**src/rtl/core/lpsht_ram.sv**
```systemverilog
// generic simple dual port ram (one write port, one read port) with registered read
module lpsht_ram #(
	parameter int WIDTH = 8,
	parameter int DEPTH = 16
) (
	input  logic                     clk,
	input  logic                     we,
	input  logic [$clog2(DEPTH)-1:0] waddr,
	input  logic [WIDTH-1:0]         wdata,
	input  logic [$clog2(DEPTH)-1:0] raddr,
	output logic [WIDTH-1:0]         rdata
);
	logic [WIDTH-1:0] mem [DEPTH];
	always_ff @(posedge clk) begin
		if (we) mem[waddr] <= wdata;
		rdata <= mem[raddr];
	end
endmodule

```
**config.mk**
```make
export PLATFORM = sky130hd
export DESIGN_NAME = lpsht_ram
export DESIGN_NICKNAME = d
export VERILOG_FILES = /design/src/rtl/core/lpsht_ram.sv
export SDC_FILE = /design/constraint.sdc
export NUM_CORES = 1
export LEC_CHECK = 0
export ABC_AREA = 1
export BUFFER_PORTS_ARGS = -buffer_cell sky130_fd_sc_hd__buf_2
export CAP_MARGIN = 20
export CORE_UTILIZATION = 24
export DETAILED_ROUTE_END_ITERATION = 7
export GPL_ROUTABILITY_DRIVEN = 0
export PLACE_DENSITY_LB_ADDON = 0.3
export SLEW_MARGIN = 20
export SYNTH_ARGS = -nofsm -noshare
export SYNTH_HDL_FRONTEND = slang
export SYNTH_SLANG_ARGS = --single-unit
```
**constraint.sdc**
```tcl
create_clock -name clk -period 2.41 [get_ports clk]
set_input_delay 0.6025 -clock clk [delete_from_list [all_inputs] [get_ports clk]]
set_output_delay 0.6025 -clock clk [all_outputs]
set_load 0.01 [all_outputs]
```
* Yosys cells after proc, flatten, opt, wreduce, memory -nomap -nowiden
Memories as Yosys holds them, arrays and structs flattened. A register that Yosys moved wholly into a read port is not among the register bits. Index checks and enable logic that the tools add are counted. Widths: inputs -> output; s select.
Word-level totals: register bits 0, latch bits 0, bits in writable memories 128, ROM bits 0, input bits 18, memories 1
Operators by class: $add $sub $neg 0, multiply operators 0, div/mod/pow operators 0, $lt $le $gt $ge 0, eq/ne operators 0, shifts and indexed selects 0, multiplexer cells 2, bitwise gates (word level) 0, reduce and logical (&&, ||, !) cells 0
Memory list:
- mem | depth 16, width 8, read ports 1, clocked after memory_dff 1, write ports 1, RTL line 13 | logic [WIDTH-1:0] mem [DEPTH];
Operator list (count):
- $mux 1 | 2

* Logic depth before layout (Yosys ltp)
depth in word-level cells 2, gate-level depth with buffers 8

* Worst setup path after synthesis
Ideal clock, no wire load.
path kind input -> register, start point in waddr[2], end point mem mem[10][0], enable pin, library setup time 0.370 ns, arrival time 1.183 ns, path slack 0.857 ns, cell stages on the path 2, cell sequence nand3b_1 > nor2_1
RTL lines:
- start: declaration | RTL line 8 | input logic [$clog2(DEPTH)-1:0] waddr,
- end: declaration | RTL line 13
Straight into the memory's write port.

* Worst setup path after layout
start point reg rdata[2], read port of mem, end point out rdata[2]
RTL lines:
- start: declaration | RTL line 11 | output logic [WIDTH-1:0] rdata
No word-level cell between the ends.

==> flow_summary.toml <==
[status]
run_status = "finished, final reports clean"

[route]
routed_wl_mm = 13.9
route.met3.wl_um = 795
maxUsedRoutingLayer = "met4"
avgRoutedWirePerCell_um = 15.1
detail_route.iter0.violations = 193
ant_nets_after_route = 0
detail_route.drc_violations = 0
met2_wirelength_mm = 6.42
drt_pre_antenna_iters = 4
vias = 3691
drt-met1-wl_mm = 6.45
routed_via_density = 4.00

[clock_network]
clk_pin_slew_worst_paths_ps = 50
h-tree-depth = 4
worst_skew_pair.late_latency_ps = 410
post-cts-setup-buffers = 0
post_cts.resized_instances = 0
cts_made_buffers = 17
clock_tree_from_tritoncts = "built"
cts_num_sinks = 136
cts_hold_fix_bufs = 0
clockRootBuffer = "clkbuf_16"
clk_path_buf_depth = 2

[job]
maxCapViolations = 0

[cells_and_area]
design.final.nets = 609
fill_cells = 2454
post_layout_nonfiller_instances = 922
syn_to_final_growth_pct = 19.3
antenna_cells = 0
final_layout_size_suffix_gt1_share_pct = 11.8

[worst_setup_path]
critPathMaxFanout = 1
worstPathRequired_ps = 1810
worstPathBufferInverterCount = 1
cpMaxStageDelayCell = "dfxtp_1"
timing.critical_path.from_type = "flop"
critical_path.top_delay_family = "flip-flops"
register_to_register_setup_slack_ps = 1340
slowest_delay_ps = 390
crit_chain = "buf_2"
crit_end_element = "primary output"
path_class = "flop to primary output"
crit_arrival_ps = 960

[sta]
finalWorstPathRequiredPeriod_ps = 1560
fin_skew_ps = 5.67
final_max_slew_viols = 0
worstMarginPinSlew_ps = 680
final-setup-viol-count = 0
final_min_period_over_clock_period_pct = 64.9
fin_hold_ws_ps = 557
setup_slack_ps = 846
fmax_mhz = 640
final_hold_viol_count = 0
grt_setup_unrepaired = "false"
totalNegativeSetupSlack_ps = 0
worst_slew_margin_rel_pct = 54.5

[place]
place_ws_ps = 498
detailed_place_hpwl_mm = 8.69
placement.io_buffers = 25
numPlacedInstances = 891

[synth]
syn_inst = 551
syn-mean-instance-area_um2 = 10.5
synth.distinct_cells = 12
mapped_cell_area_mm2 = 0.00577
ys_warn_count = 0
synth_nets = 569
synth_seq_cells = 136
synth-seq-area-share_pct = 69.4

[grt]
via_count_of_the_first_global_routing_pass = 3627
antenna_found_initial = 0
grt_remaining_overflow = 0
grt_pass1_wl_mm = 21.5
grt_max_degree = 37
grt_util_all_layers_pct = 12.2

[pwr]
pwr_density_cell_mw_per_mm2 = 817
total_power_w = 0.00562
ir_drop_mv = 0.425
p_leak_nw = 2.91

[worst_hold_path]
holdCritPathClass = "primary input to flop"

[floorplan]
die_area_mm2 = 0.0247
core_area_mm2 = 0.0235
die_width_um = 157
initial_util_pct = 24.5
boundaryPins = 26
core.rowCount = 56
chipHeight_um = 157
==> cell families after synthesis <==
| logic type | Yosys count | share of synthesized area [%] |
|---|---|---|
| AND/OR/NAND/NOR | 289 | 21.0 |
| flip-flops | 136 | 69.4 |
| buffers and inverters | 126 | 9.52 |
==> cells in the final DEF, fill, tap and decap left out <==
| cell type | count |
|---|---|
| nand3b_1 | 2 |
| nand2_1 | 173 |
| clkbuf_16 | 17 |
| buf_2 | 25 |
| inv_1 | 100 |
| clkinv_2 | 2 |
| nor2_1 | 17 |
| buf_4 | 19 |
| buf_12 | 1 |
| dfxtp_1 | 8 |
| nand3_1 | 97 |
| inv_2 | 2 |
| clkinv_4 | 1 |
| bufinv_16 | 4 |
| clkbuf_1 | 2 |
| edfxtp_1 | 128 |
| clkinv_1 | 5 |
==> worst reg2reg max path, stage by stage (launching register included) <==
cell	delay, ps
edfxtp_1	370
inv_1	60
nand2_1	40
nand3_1	110
nand3_1	130
nand3_1	180
nand2_1	70
==> where the power goes <==
part	leakage, nW	internal [W]	total, W	switching [W]
logic	1.40	0.0000942	0.000329	0.000234
clock network	0.288	0.00170	0.00262	0.000922
registers	1.22	0.00265	0.00267	0.0000211
==> layout make-up <==
class	instances	area [um2]	area share (%)
multi-input combinational	289	1210	17.6
clock buffer	19	433	6.29
timing repair buffer	45	288	4.18
tap	319	399	5.80
clock inverter	12	158	2.29
inverter	102	383	5.57
sequential	136	4000	58.2
==> synthesized netlist by cell type (all sizes together) <==
| cell | n | share of area [%] |
|---|---|---|
| nand2 | 173 | 11 |
| edfxtp | 128 | 67 |
| inv | 102 | 6.6 |
| nand3 | 97 | 8.4 |
| buf | 24 | 2.9 |
| nor2 | 17 | 1.1 |
| dfxtp | 8 | 2.8 |
| nand3b | 2 | 0.26 |
==> final timing paths <==
path | startpoint | cells after the start | endpoint
setup / recovery | rdata[2]$_DFF_P_ | 1 | rdata[2]
hold / removal | raddr[3] | 3 | rdata[2]$_DFF_P_
setup reg to reg | mem[2][7]$_DFFE_PP_ | 6 | rdata[7]$_DFF_P_
hold reg to reg | mem[13][2]$_DFFE_PP_ | 6 | rdata[2]$_DFF_P_
==> sequential cells by signal, indices dropped and copies added, names as in the netlist <==
name / count
mem: 128
rdata: 8
==> through the flow <==
| step | util [%] | cell area, um2 |
|---|---|---|
| final | 29.2 | 6880 |
| after detailed placement | 26.7 | 6290 |
| after global placement | 26.7 | 6290 |
| after CTS | 29.2 | 6880 |
| after global routing | 29.2 | 6880 |
| after floorplan | - | 5770 |
==> routing by layer <==
metal	vias up	GRT usage, %
met3	19	2.75
met5	-	0
met1	1716	16.2
met4	0	5.73
met2	105	18.8
li1	1851	-
Power figures use the tool's default switching activity.
