--- config.mk ---
export PLATFORM = sky130hd
export DESIGN_NAME = lpsht_divider
export DESIGN_NICKNAME = d
export VERILOG_FILES = /design/src/rtl/core/lpsht_divider.sv
export SDC_FILE = /design/constraint.sdc
export NUM_CORES = 1
export LEC_CHECK = 0
export BUFFER_PORTS_ARGS = -buffer_cell sky130_fd_sc_hd__buf_2
export CAP_MARGIN = 0
export CORE_ASPECT_RATIO = 0.75
export CORE_MARGIN = 4
export CORE_UTILIZATION = 27
export CTS_BUF_LIST = sky130_fd_sc_hd__clkbuf_8 sky130_fd_sc_hd__clkbuf_16
export CTS_CLUSTER_DIAMETER = 50
export DETAILED_ROUTE_END_ITERATION = 12
export SYNTH_ARGS = -nofsm -noshare
export SYNTH_HDL_FRONTEND = slang
export SYNTH_SLANG_ARGS = --single-unit
--- constraint.sdc ---
create_clock -name clk -period 4.2 [get_ports clk]
set_clock_uncertainty 0.15 [all_clocks]
set_input_delay 0.63 -clock clk [delete_from_list [all_inputs] [get_ports clk]]
set_output_delay 0.63 -clock clk [all_outputs]
set_load 0.05 [all_outputs]
--- src/rtl/core/lpsht_divider.sv ---
// restoring divider: 32-bit hash modulo the table size, one bit a cycle
module lpsht_divider #(
	parameter int SW = 11
) (
	input  logic          clk,
	input  logic          arst_n,
	input  logic          go,
	input  logic [31:0]   dividend,
	input  logic [SW-1:0] divisor,
	output logic          done,
	output logic [SW-1:0] remainder
);
	logic [31:0] quo_q;
	logic [SW:0] rem_q;
	logic [SW-1:0] div_q;
	logic [5:0] cnt_q;
	logic busy_q;
	logic [SW:0] trial;

	always_comb trial = {rem_q[SW-1:0], quo_q[31]};

	always_ff @(posedge clk or negedge arst_n) begin
		if (!arst_n) begin
			busy_q <= 1'b0;
			cnt_q  <= '0;
			done   <= 1'b0;
		end else begin
			done <= 1'b0;
			if (go) begin
				busy_q <= 1'b1;
				cnt_q  <= 6'd32;
			end else if (busy_q) begin
				cnt_q <= cnt_q - 6'd1;
				if (cnt_q == 6'd1) begin
					busy_q <= 1'b0;
					done   <= 1'b1;
				end
			end
		end
	end

	always_ff @(posedge clk) begin
		if (go) begin
			quo_q <= dividend;
			rem_q <= '0;
			div_q <= divisor;
		end else if (busy_q) begin
			quo_q <= {quo_q[30:0], 1'b0};
			if (trial >= {1'b0, div_q}) rem_q <= trial - {1'b0, div_q};
			else rem_q <= trial;
		end
	end

	assign remainder = rem_q[SW-1:0];
endmodule

; After elaboration in Yosys (flattened, before gate mapping)
; Index checks and enable logic that the tools add are counted.
[word_totals]
in_bits = 46
ff_bits = 62
out_inout_bits = 12
[classes]
eq_ne = 1
magnitude_cmp = 1
add_sub_neg = 2
n_mux = 11
reduce_logical = 1
[ops]
columns = operator, n
row1 = two-way mux 32 bit, 2
row2 = greater-or-equal comparator 12 x 11 -> 1 bit, 1
row3 = two-way mux 6 bit, 2
row4 = two-way mux 11 bit, 1
row5 = subtractor 11 bit, 1
row6 = == test 6 x 1 -> 1 bit (second input constant), 1
row7 = two-way mux 1 bit, 6
row8 = subtractor 6 x 1 -> 6 bit (second input constant), 1
row9 = nonzero test 2 bit, 1

; Logic depth before layout (Yosys ltp)
; Gate-level depths: netlist (run 1).
[logic_depth]
ltp_word = 4
depth_mapped = 11
ltp_nobuf = 9

; Least setup slack after synthesis (run 1)
; Ideal clock, no wire load.
[synth_timing]
path_kind = register -> register
start = reg rem_q[0]
end = reg rem_q[0]
setup_time_ns = 0.079
path_stages_with_launch = 10
path_buffers = 1
required_time_ns = 3.971
slack_ns = 1.492
period_less_slack_ns = 2.708
arrival_ns = 2.478
cell_sequence = dfxtp_1 > inv_1 > fa_1 > nand2b_1 > a21oi_2 > o21a_1 > o31a_1 > buf_6 > mux2_4 > a211oi_2
[synth_via]
elab_chain_len = 2
[synth_lines]
columns = item, line_no
row1 = start: declaration, 14  ; logic [SW:0] rem_q;
row2 = start signal: assignment, 49  ; if (trial >= {1'b0, div_q}) rem_q <= trial - {1'b0, div_q};
row3 = start signal: assignment, 50  ; else rem_q <= trial;
row4 = greater-or-equal comparator 12 x 11 -> 1 bit, 49
row5 = two-way mux 11 bit, 49
; Every way passes these cells.
; A chain may end at the register's enable or synchronous reset.

; Worst setup path after layout (run 1)
[layout_timing]
start = reg quo_q[31]
end = reg rem_q[0]
[layout_via]
elab_chain_len = 2
elab_cells_between_ends = 3
cone_classes = add/sub (1) / order compare (1) / mux (1)
[layout_lines]
columns = item, line_no
row1 = start: declaration, 13  ; logic [31:0] quo_q;
row2 = start signal: assignment, 44  ; quo_q <= dividend;
row3 = start signal: assignment, 48  ; quo_q <= {quo_q[30:0], 1'b0};
row4 = subtractor 11 bit / greater-or-equal comparator 12 x 11 -> 1 bit (equally long branches), 49
row5 = two-way mux 11 bit (*), 49
; Every way passes the cells marked *; elsewhere a longest branch is shown, timed or not.

==> results of run 1 <==
==> how the worst max path moves through the flow <==
stage | startpoint | to | slack (ns) | depth (start not counted)
2_1_floorplan | rem_q[0] | rem_q[0] | 1.49 | 9
3_3_place_gp | quo_q[31] | rem_q[0] | 1.30 | 9
3_5_place_dp | quo_q[31] | rem_q[0] | 1.22 | 9
4_1_cts | quo_q[31] | rem_q[0] | 1.20 | 9
5_1_grt | quo_q[31] | rem_q[0] | 1.04 | 9
6_report | quo_q[31] | rem_q[0] | 1.23 | 9
==> through the flow <==
stage / setup WS (ns) / hold slack (ns) / instance area [µm²]
after detailed placement: 1.22 / 0.332 / 3520
after floorplan: 1.49 / 0.184 / 3100
final: 1.23 / 0.333 / 3830
after global routing: 1.04 / 0.313 / 3830
after CTS: 1.20 / 0.318 / 3830
after global placement: 1.30 / 0.332 / 3520
==> worst register-to-register path: stages (launching register included) <==
cell,delay [ns]
edfxtp_1,0.31
inv_1,0.05
ha_1,0.23
fa_1,0.40
nand2b_1,0.17
a21oi_2,0.23
o21a_1,0.16
o31a_1,0.62
mux2_4,0.36
a211oi_2,0.21
==> report_power, final <==
part | switching (µW) | internal (µW) | leakage, µW
Clock | 274 | 461 | 0.000147
Combinational | 193 | 161 | 0.000814
Sequential | 54.7 | 754 | 0.000634
Total | 522 | 1380 | 0.00160
==> layer usage <==
layer | global-route usage (%) | wire (µm) | vias up
met3 | 5.39 | 535 | 7
met4 | 3.15 | 45 | 2
met1 | 12.8 | 2980 | 940
met5 | 0 | 7 | -
li1 | - | - | 1020
met2 | 13.5 | 2570 | 49
==> sequential cells by signal (all words and copies together), names as in the netlist <==
| name | cells |
|---|---|
| quo_q | 32 |
| cnt_q | 6 |
| busy_q | 1 |
| done | 1 |
| div_q | 11 |
| rem_q | 11 |
==> cell families (layout without fill, tap and decap cells) <==
logic type	count (synthesis)	after routing	share of synthesized area, %
adder cells (fa/ha/maj)	14	14	5.90
buffers and inverters	26	91	3.64
AO/OA/AOI/OAI	35	35	8.24
AND/OR/NAND/NOR	62	62	9.90
flip-flops	62	62	55.3
XOR/XNOR	13	13	3.68
multiplexers	37	37	13.4
==> placed cells by master (no fill, tap or decap), types with 5 or more instances in the layout <==
master	n
inv_1	16
clkbuf_16	9
xnor2_1	5
a21oi_1	5
mux2_2	31
nand2_1	14
nor2_1	23
dfxtp_1	11
nor3_1	6
buf_2	57
a211oi_1	6
xor2_1	8
mux2i_1	5
dfrtp_1	8
ha_1	13
edfxtp_1	43
o21ai_0	6
==> final cells by class <==
type	count	area, µm²	area share (%)
Sequential cell	62	1710	44.7
Multi-Input combinational cell	161	1270	33.2
Timing Repair Buffer	60	310	8.11
Clock buffer	9	225	5.88
Tap cell	140	175	4.58
Clock inverter	7	76.3	1.99
Inverter	15	56.3	1.47
==> what timing repair did <==
action / CTS / global route
setup endpoints to repair: 0 / 0
hold endpoints to repair: 8 / 0
hold buffers: 1 / 0
==> flow_summary.json, run 1 <==
{
  "outcome": "completed",
  "ys.warnings.count": 0,
  "drtAntennaViolNets": 0,
  "max_stage_delay_ns": 0.62,
  "fmax_mhz": 336,
  "cts-root-buf": "clkbuf_16",
  "yosysTopAreaCell": "edfxtp_1",
  "post-route-util_pct": 34.6,
  "area_growth_pct": 23.6,
  "cts_tree": "built",
  "timing.rr.end": "rem_q[0]",
  "grt_max_degree": 44,
  "dp_cells": 437,
  "start_kind": "flop",
  "grt_first_pass_wirelength_mm": 10.2,
  "cp-end-kind": "flop",
  "numPortBuffers": 57,
  "min_to": "div_q[2]",
  "drt_wl_total_mm": 6.14,
  "core.rowCount": 33,
  "worst_pin_slew_ns": 0.984,
  "firstDrtPassIters": 4,
  "core_um2": 11100,
  "fin_nets": 369,
  "total_power_uw": 1900,
  "cts.htree.levels": 3,
  "grt_usage_pct": 9.71,
  "wire_per_inst_um": 13.5,
  "required_ns": 4.28,
  "grt_pass1_vias": 2010,
  "ioPinCount": 58,
  "final_max_slew_viol_count": 0,
  "fin_setup_tns_ns": 0,
  "period_needed_ns": 2.97,
  "async_flop_share_pct": 12.9,
  "die_y_um": 101,
  "layout.cells.non_filler": 454,
  "drive_above_1_share_pct": 36.6,
  "crit_fanout": 15,
  "antenna_found_initial": 1,
  "maxCapViolCount": 0,
  "drt_iter0_markers": 112,
  "cts_buffers": 9,
  "period_share_pct": 70.8,
  "hold_class": "in -> reg",
  "crit_type": "reg -> reg",
  "vias": 2018,
  "insertion_delay_ns": 0.33,
  "dieArea_um2": 13300,
  "grt-ovfl-total": 0,
  "cp_cell_sequence": "inv_1 -> ha_1 -> fa_1 -> nand2b_1 -> a21oi_2 -> o21a_1 -> o31a_1 -> mux2_4 -> a211oi_2",
  "seq_area_frac_synth_pct": 55.3,
  "synth.most_common_cell": "edfxtp_1",
  "synth_area_leaders": "edfxtp_1 42%, mux2_2 11%, dfxtp_1 7.1%, dfrtp_1 6.5%, ha_1 5.3%",
  "critPathBufInv": 1,
  "gp_congestion": 0.795,
  "max-slew-margin-rel_pct": 34.4,
  "fillerInstances": 1121,
  "synth_edf_count": 43,
  "rr_worst_depth": 9,
  "synth_nets": 309,
  "rsz0062_at_grt": "false",
  "finalSetupViolations": 0,
  "p_leak_uw": 0.00160,
  "ys_ff_latch": 62,
  "ff2ff_setup_slack_ns": 1.23,
  "cp_top_family": "compound AO/OA/AOI/OAI gates",
  "via_per_inst": 4.44,
  "path_clk_slew_ns": 0.05,
  "cts.repair.resized": 0,
  "r2r-start": "quo_q[31]",
  "clockBufferDepth": 2,
  "post_cts_buffers": 0,
  "worstHoldPathCells": 1,
  "netlist_instances": 249,
  "ir_drop_uv": 256,
  "slowest_stage": "o31a_1",
  "min_from": "divisor[2]",
  "initial_utilization_pct": 28.0,
  "synth_cell_types": 43,
  "synthFlopType": "edfxtp_1",
  "num_antenna_cells": 0,
  "synth_top_cells_by_count": "43 x edfxtp_1, 31 x mux2_2, 23 x nor2_1",
  "fp.dieW_um": 132,
  "cts_sinks": 62,
  "syn_avg_cell_area_um2": 12.4,
  "synth_top_area_share_pct": 41.7,
  "hpwlAfterDp_mm": 4.22,
  "drc": 0,
  "p_per_area_nw_per_um2": 496,
  "critPathArrivalTime_ns": 3.06,
  "netlist_area_um2": 3100,
  "finalHoldViolCount": 0
}
No activity file was read; power rests on OpenSTA's default activity.
==> run 2: changes to the inputs <==
clock period = 2.5 ns   (was 4.2 ns; I/O delays follow)
==> flow_summary.json, run 2 (same netlist as run 1, synthesis figures left out) <==
{
  "outcome": "completed",
  "grt_max_degree": 42,
  "drtAntennaViolNets": 0,
  "insertion_delay_ns": 0.33,
  "antenna_found_initial": 2,
  "fin_setup_tns_ns": 0,
  "path_clk_slew_ns": 0.06,
  "ir_drop_uv": 348,
  "grt_first_pass_wirelength_mm": 10.1,
  "cts-root-buf": "clkbuf_16",
  "drt_iter0_markers": 88,
  "die_y_um": 101,
  "core_um2": 11100,
  "p_sw_share_pct": 26.9,
  "p_leak_uw": 0.00165,
  "period_share_pct": 98.7,
  "finalSetupViolations": 0,
  "finalHoldViolCount": 0,
  "cts.htree.levels": 3,
  "rsz0062_at_grt": "true",
  "gp_congestion": 0.745,
  "final_cell_mix": "57 x buf_2, 43 x edfxtp_1, 31 x mux2_2, 23 x nor2_1",
  "grt_usage_pct": 9.81,
  "design_area_um2": 3960,
  "core.rowCount": 33,
  "drc": 0,
  "multiInputGateArea_um2": 1310,
  "num_antenna_cells": 0,
  "drt_wl_total_mm": 6.23,
  "hpwlAfterDp_mm": 4.43,
  "dieArea_um2": 13300,
  "maxCapViolCount": 0,
  "final_max_slew_viol_count": 0,
  "initial_utilization_pct": 28.0,
  "period_needed_ns": 2.47,
  "firstDrtPassIters": 4,
  "seqPwrFrac_pct": 40.4,
  "combinationalPowerShare_pct": 19.4,
  "p_per_area_nw_per_um2": 843,
  "required_ns": 2.60,
  "regArea_um2": 1720,
  "hold_class": "in -> reg",
  "clockBufferDepth": 2,
  "max-slew-margin-rel_pct": 68.1,
  "fmax_mhz": 405,
  "largest_register_ffs": 32,
  "via_per_inst": 4.45,
  "grt-ovfl-total": 0,
  "fp.dieW_um": 132,
  "cts_tree": "built",
  "fin_nets": 378,
  "dpl_cell_area_um2": 3560,
  "largest_registers": "quo_q: 32 flops, div_q: 11 flops, rem_q: 11 flops",
  "p_int_uw": 2440,
  "vias": 2062,
  "start_kind": "flop",
  "numPortBuffers": 57,
  "crit_fanout": 3,
  "cp-end-kind": "flop",
  "top_register": "quo_q",
  "worst_pin_slew_ns": 0.478,
  "area_growth_pct": 27.8,
  "fillerInstances": 1098,
  "critPathArrivalTime_ns": 2.57,
  "crit_type": "reg -> reg",
  "drive_above_1_share_pct": 40.9,
  "clkPwrFrac_pct": 40.2,
  "grt_pass1_vias": 2051,
  "cts_buffers": 9,
  "switchingPower_uw": 897,
  "final_common_cell": "buf_2",
  "cts_sinks": 62,
  "ioPinCount": 58,
  "wire_per_inst_um": 13.4
}
## run 2: cell count changes in the layout (fill, tap and decap cells not counted), sizes merged
cell,before,now
clkinvlp,1,2
clkinv,4,1
buf,59,68
bufinv,1,2
inv,16,17
## run 2: final timing paths
check                      startpoint        to  slack, ns  cells past startpoint
max                          div_q[0]  rem_q[0]       0.03                      9
min                        divisor[8]  div_q[8]       0.07                      1
max reg2reg                  div_q[0]  rem_q[0]       0.03                      9
min reg2reg                  rem_q[2]  rem_q[2]       0.36                      2
max in group asynchronous      arst_n  cnt_q[1]       1.77                      2
min in group asynchronous      arst_n  cnt_q[3]       0.26                      2
## run 2: timing repair
item | 4_1_cts | 5_1_grt
hold buffers | 1 | 0
cloned | 0 | 0
pin swaps | 1 | 7
resized for setup | 1 | 8
endpoints found under the hold margin | 8 | 0
endpoints found under the setup margin | 4 | 8
setup buffers | 1 | 2
## run 2: critical path, cell delays in order (launching register included)
cell and delay [ns]:
edfxtp_1 0.42, ha_4 0.19, fa_2 0.41, nand2b_4 0.16, a21oi_4 0.14, o21a_1 0.12
o31a_1 0.20, buf_4 0.14, mux2_4 0.29, a211oi_2 0.16
## run 2: layout make-up
class / count / share of cell area, %
inverter: 15 / 1.42
clock inverter: 7 / 2.43
multi-input combinational: 161 / 33.0
sequential: 62 / 43.3
clock buffer: 9 / 5.69
tap: 140 / 4.42
timing repair buffer: 69 / 9.73
## run 2: stage by stage
| step | worst slack, ns | utilization (%) | power [µW] | instances | hold WS, ns |
|---|---|---|---|---|---|
| floorplan | -0.0131 | - | 1830 | 249 | -0.0706 |
| global placement | 0.0769 | 32.2 | 1980 | 443 | 0.0795 |
| detailed placement | -0.0750 | 32.2 | 2000 | 443 | 0.0780 |
| CTS | 0.0107 | 35.3 | 3370 | 461 | 0.0555 |
| global route | -0.0473 | 35.8 | 3520 | 463 | 0.0613 |
| finish | 0.0330 | 35.8 | 3340 | 463 | 0.0714 |
## run 2: power by group through the flow
| stage | Clock (µW) | Combinational (µW) | Sequential [µW] |
|---|---|---|---|
| final | 1340 | 646 | 1350 |
| after global routing | 1430 | 720 | 1370 |
| after CTS | 1380 | 633 | 1350 |
| after detailed placement | 0 | 627 | 1370 |
| after global placement | 0 | 618 | 1360 |
| after floorplan | 0 | 405 | 1420 |
## run 2: metal layers
layer | track usage (%) | vias up | wire length (µm)
li1 | - | 1038 | -
met1 | 12.3 | 957 | 2940
met2 | 13.9 | 50 | 2630
met3 | 5.69 | 13 | 527
met4 | 3.63 | 4 | 95
met5 | 0 | - | 26
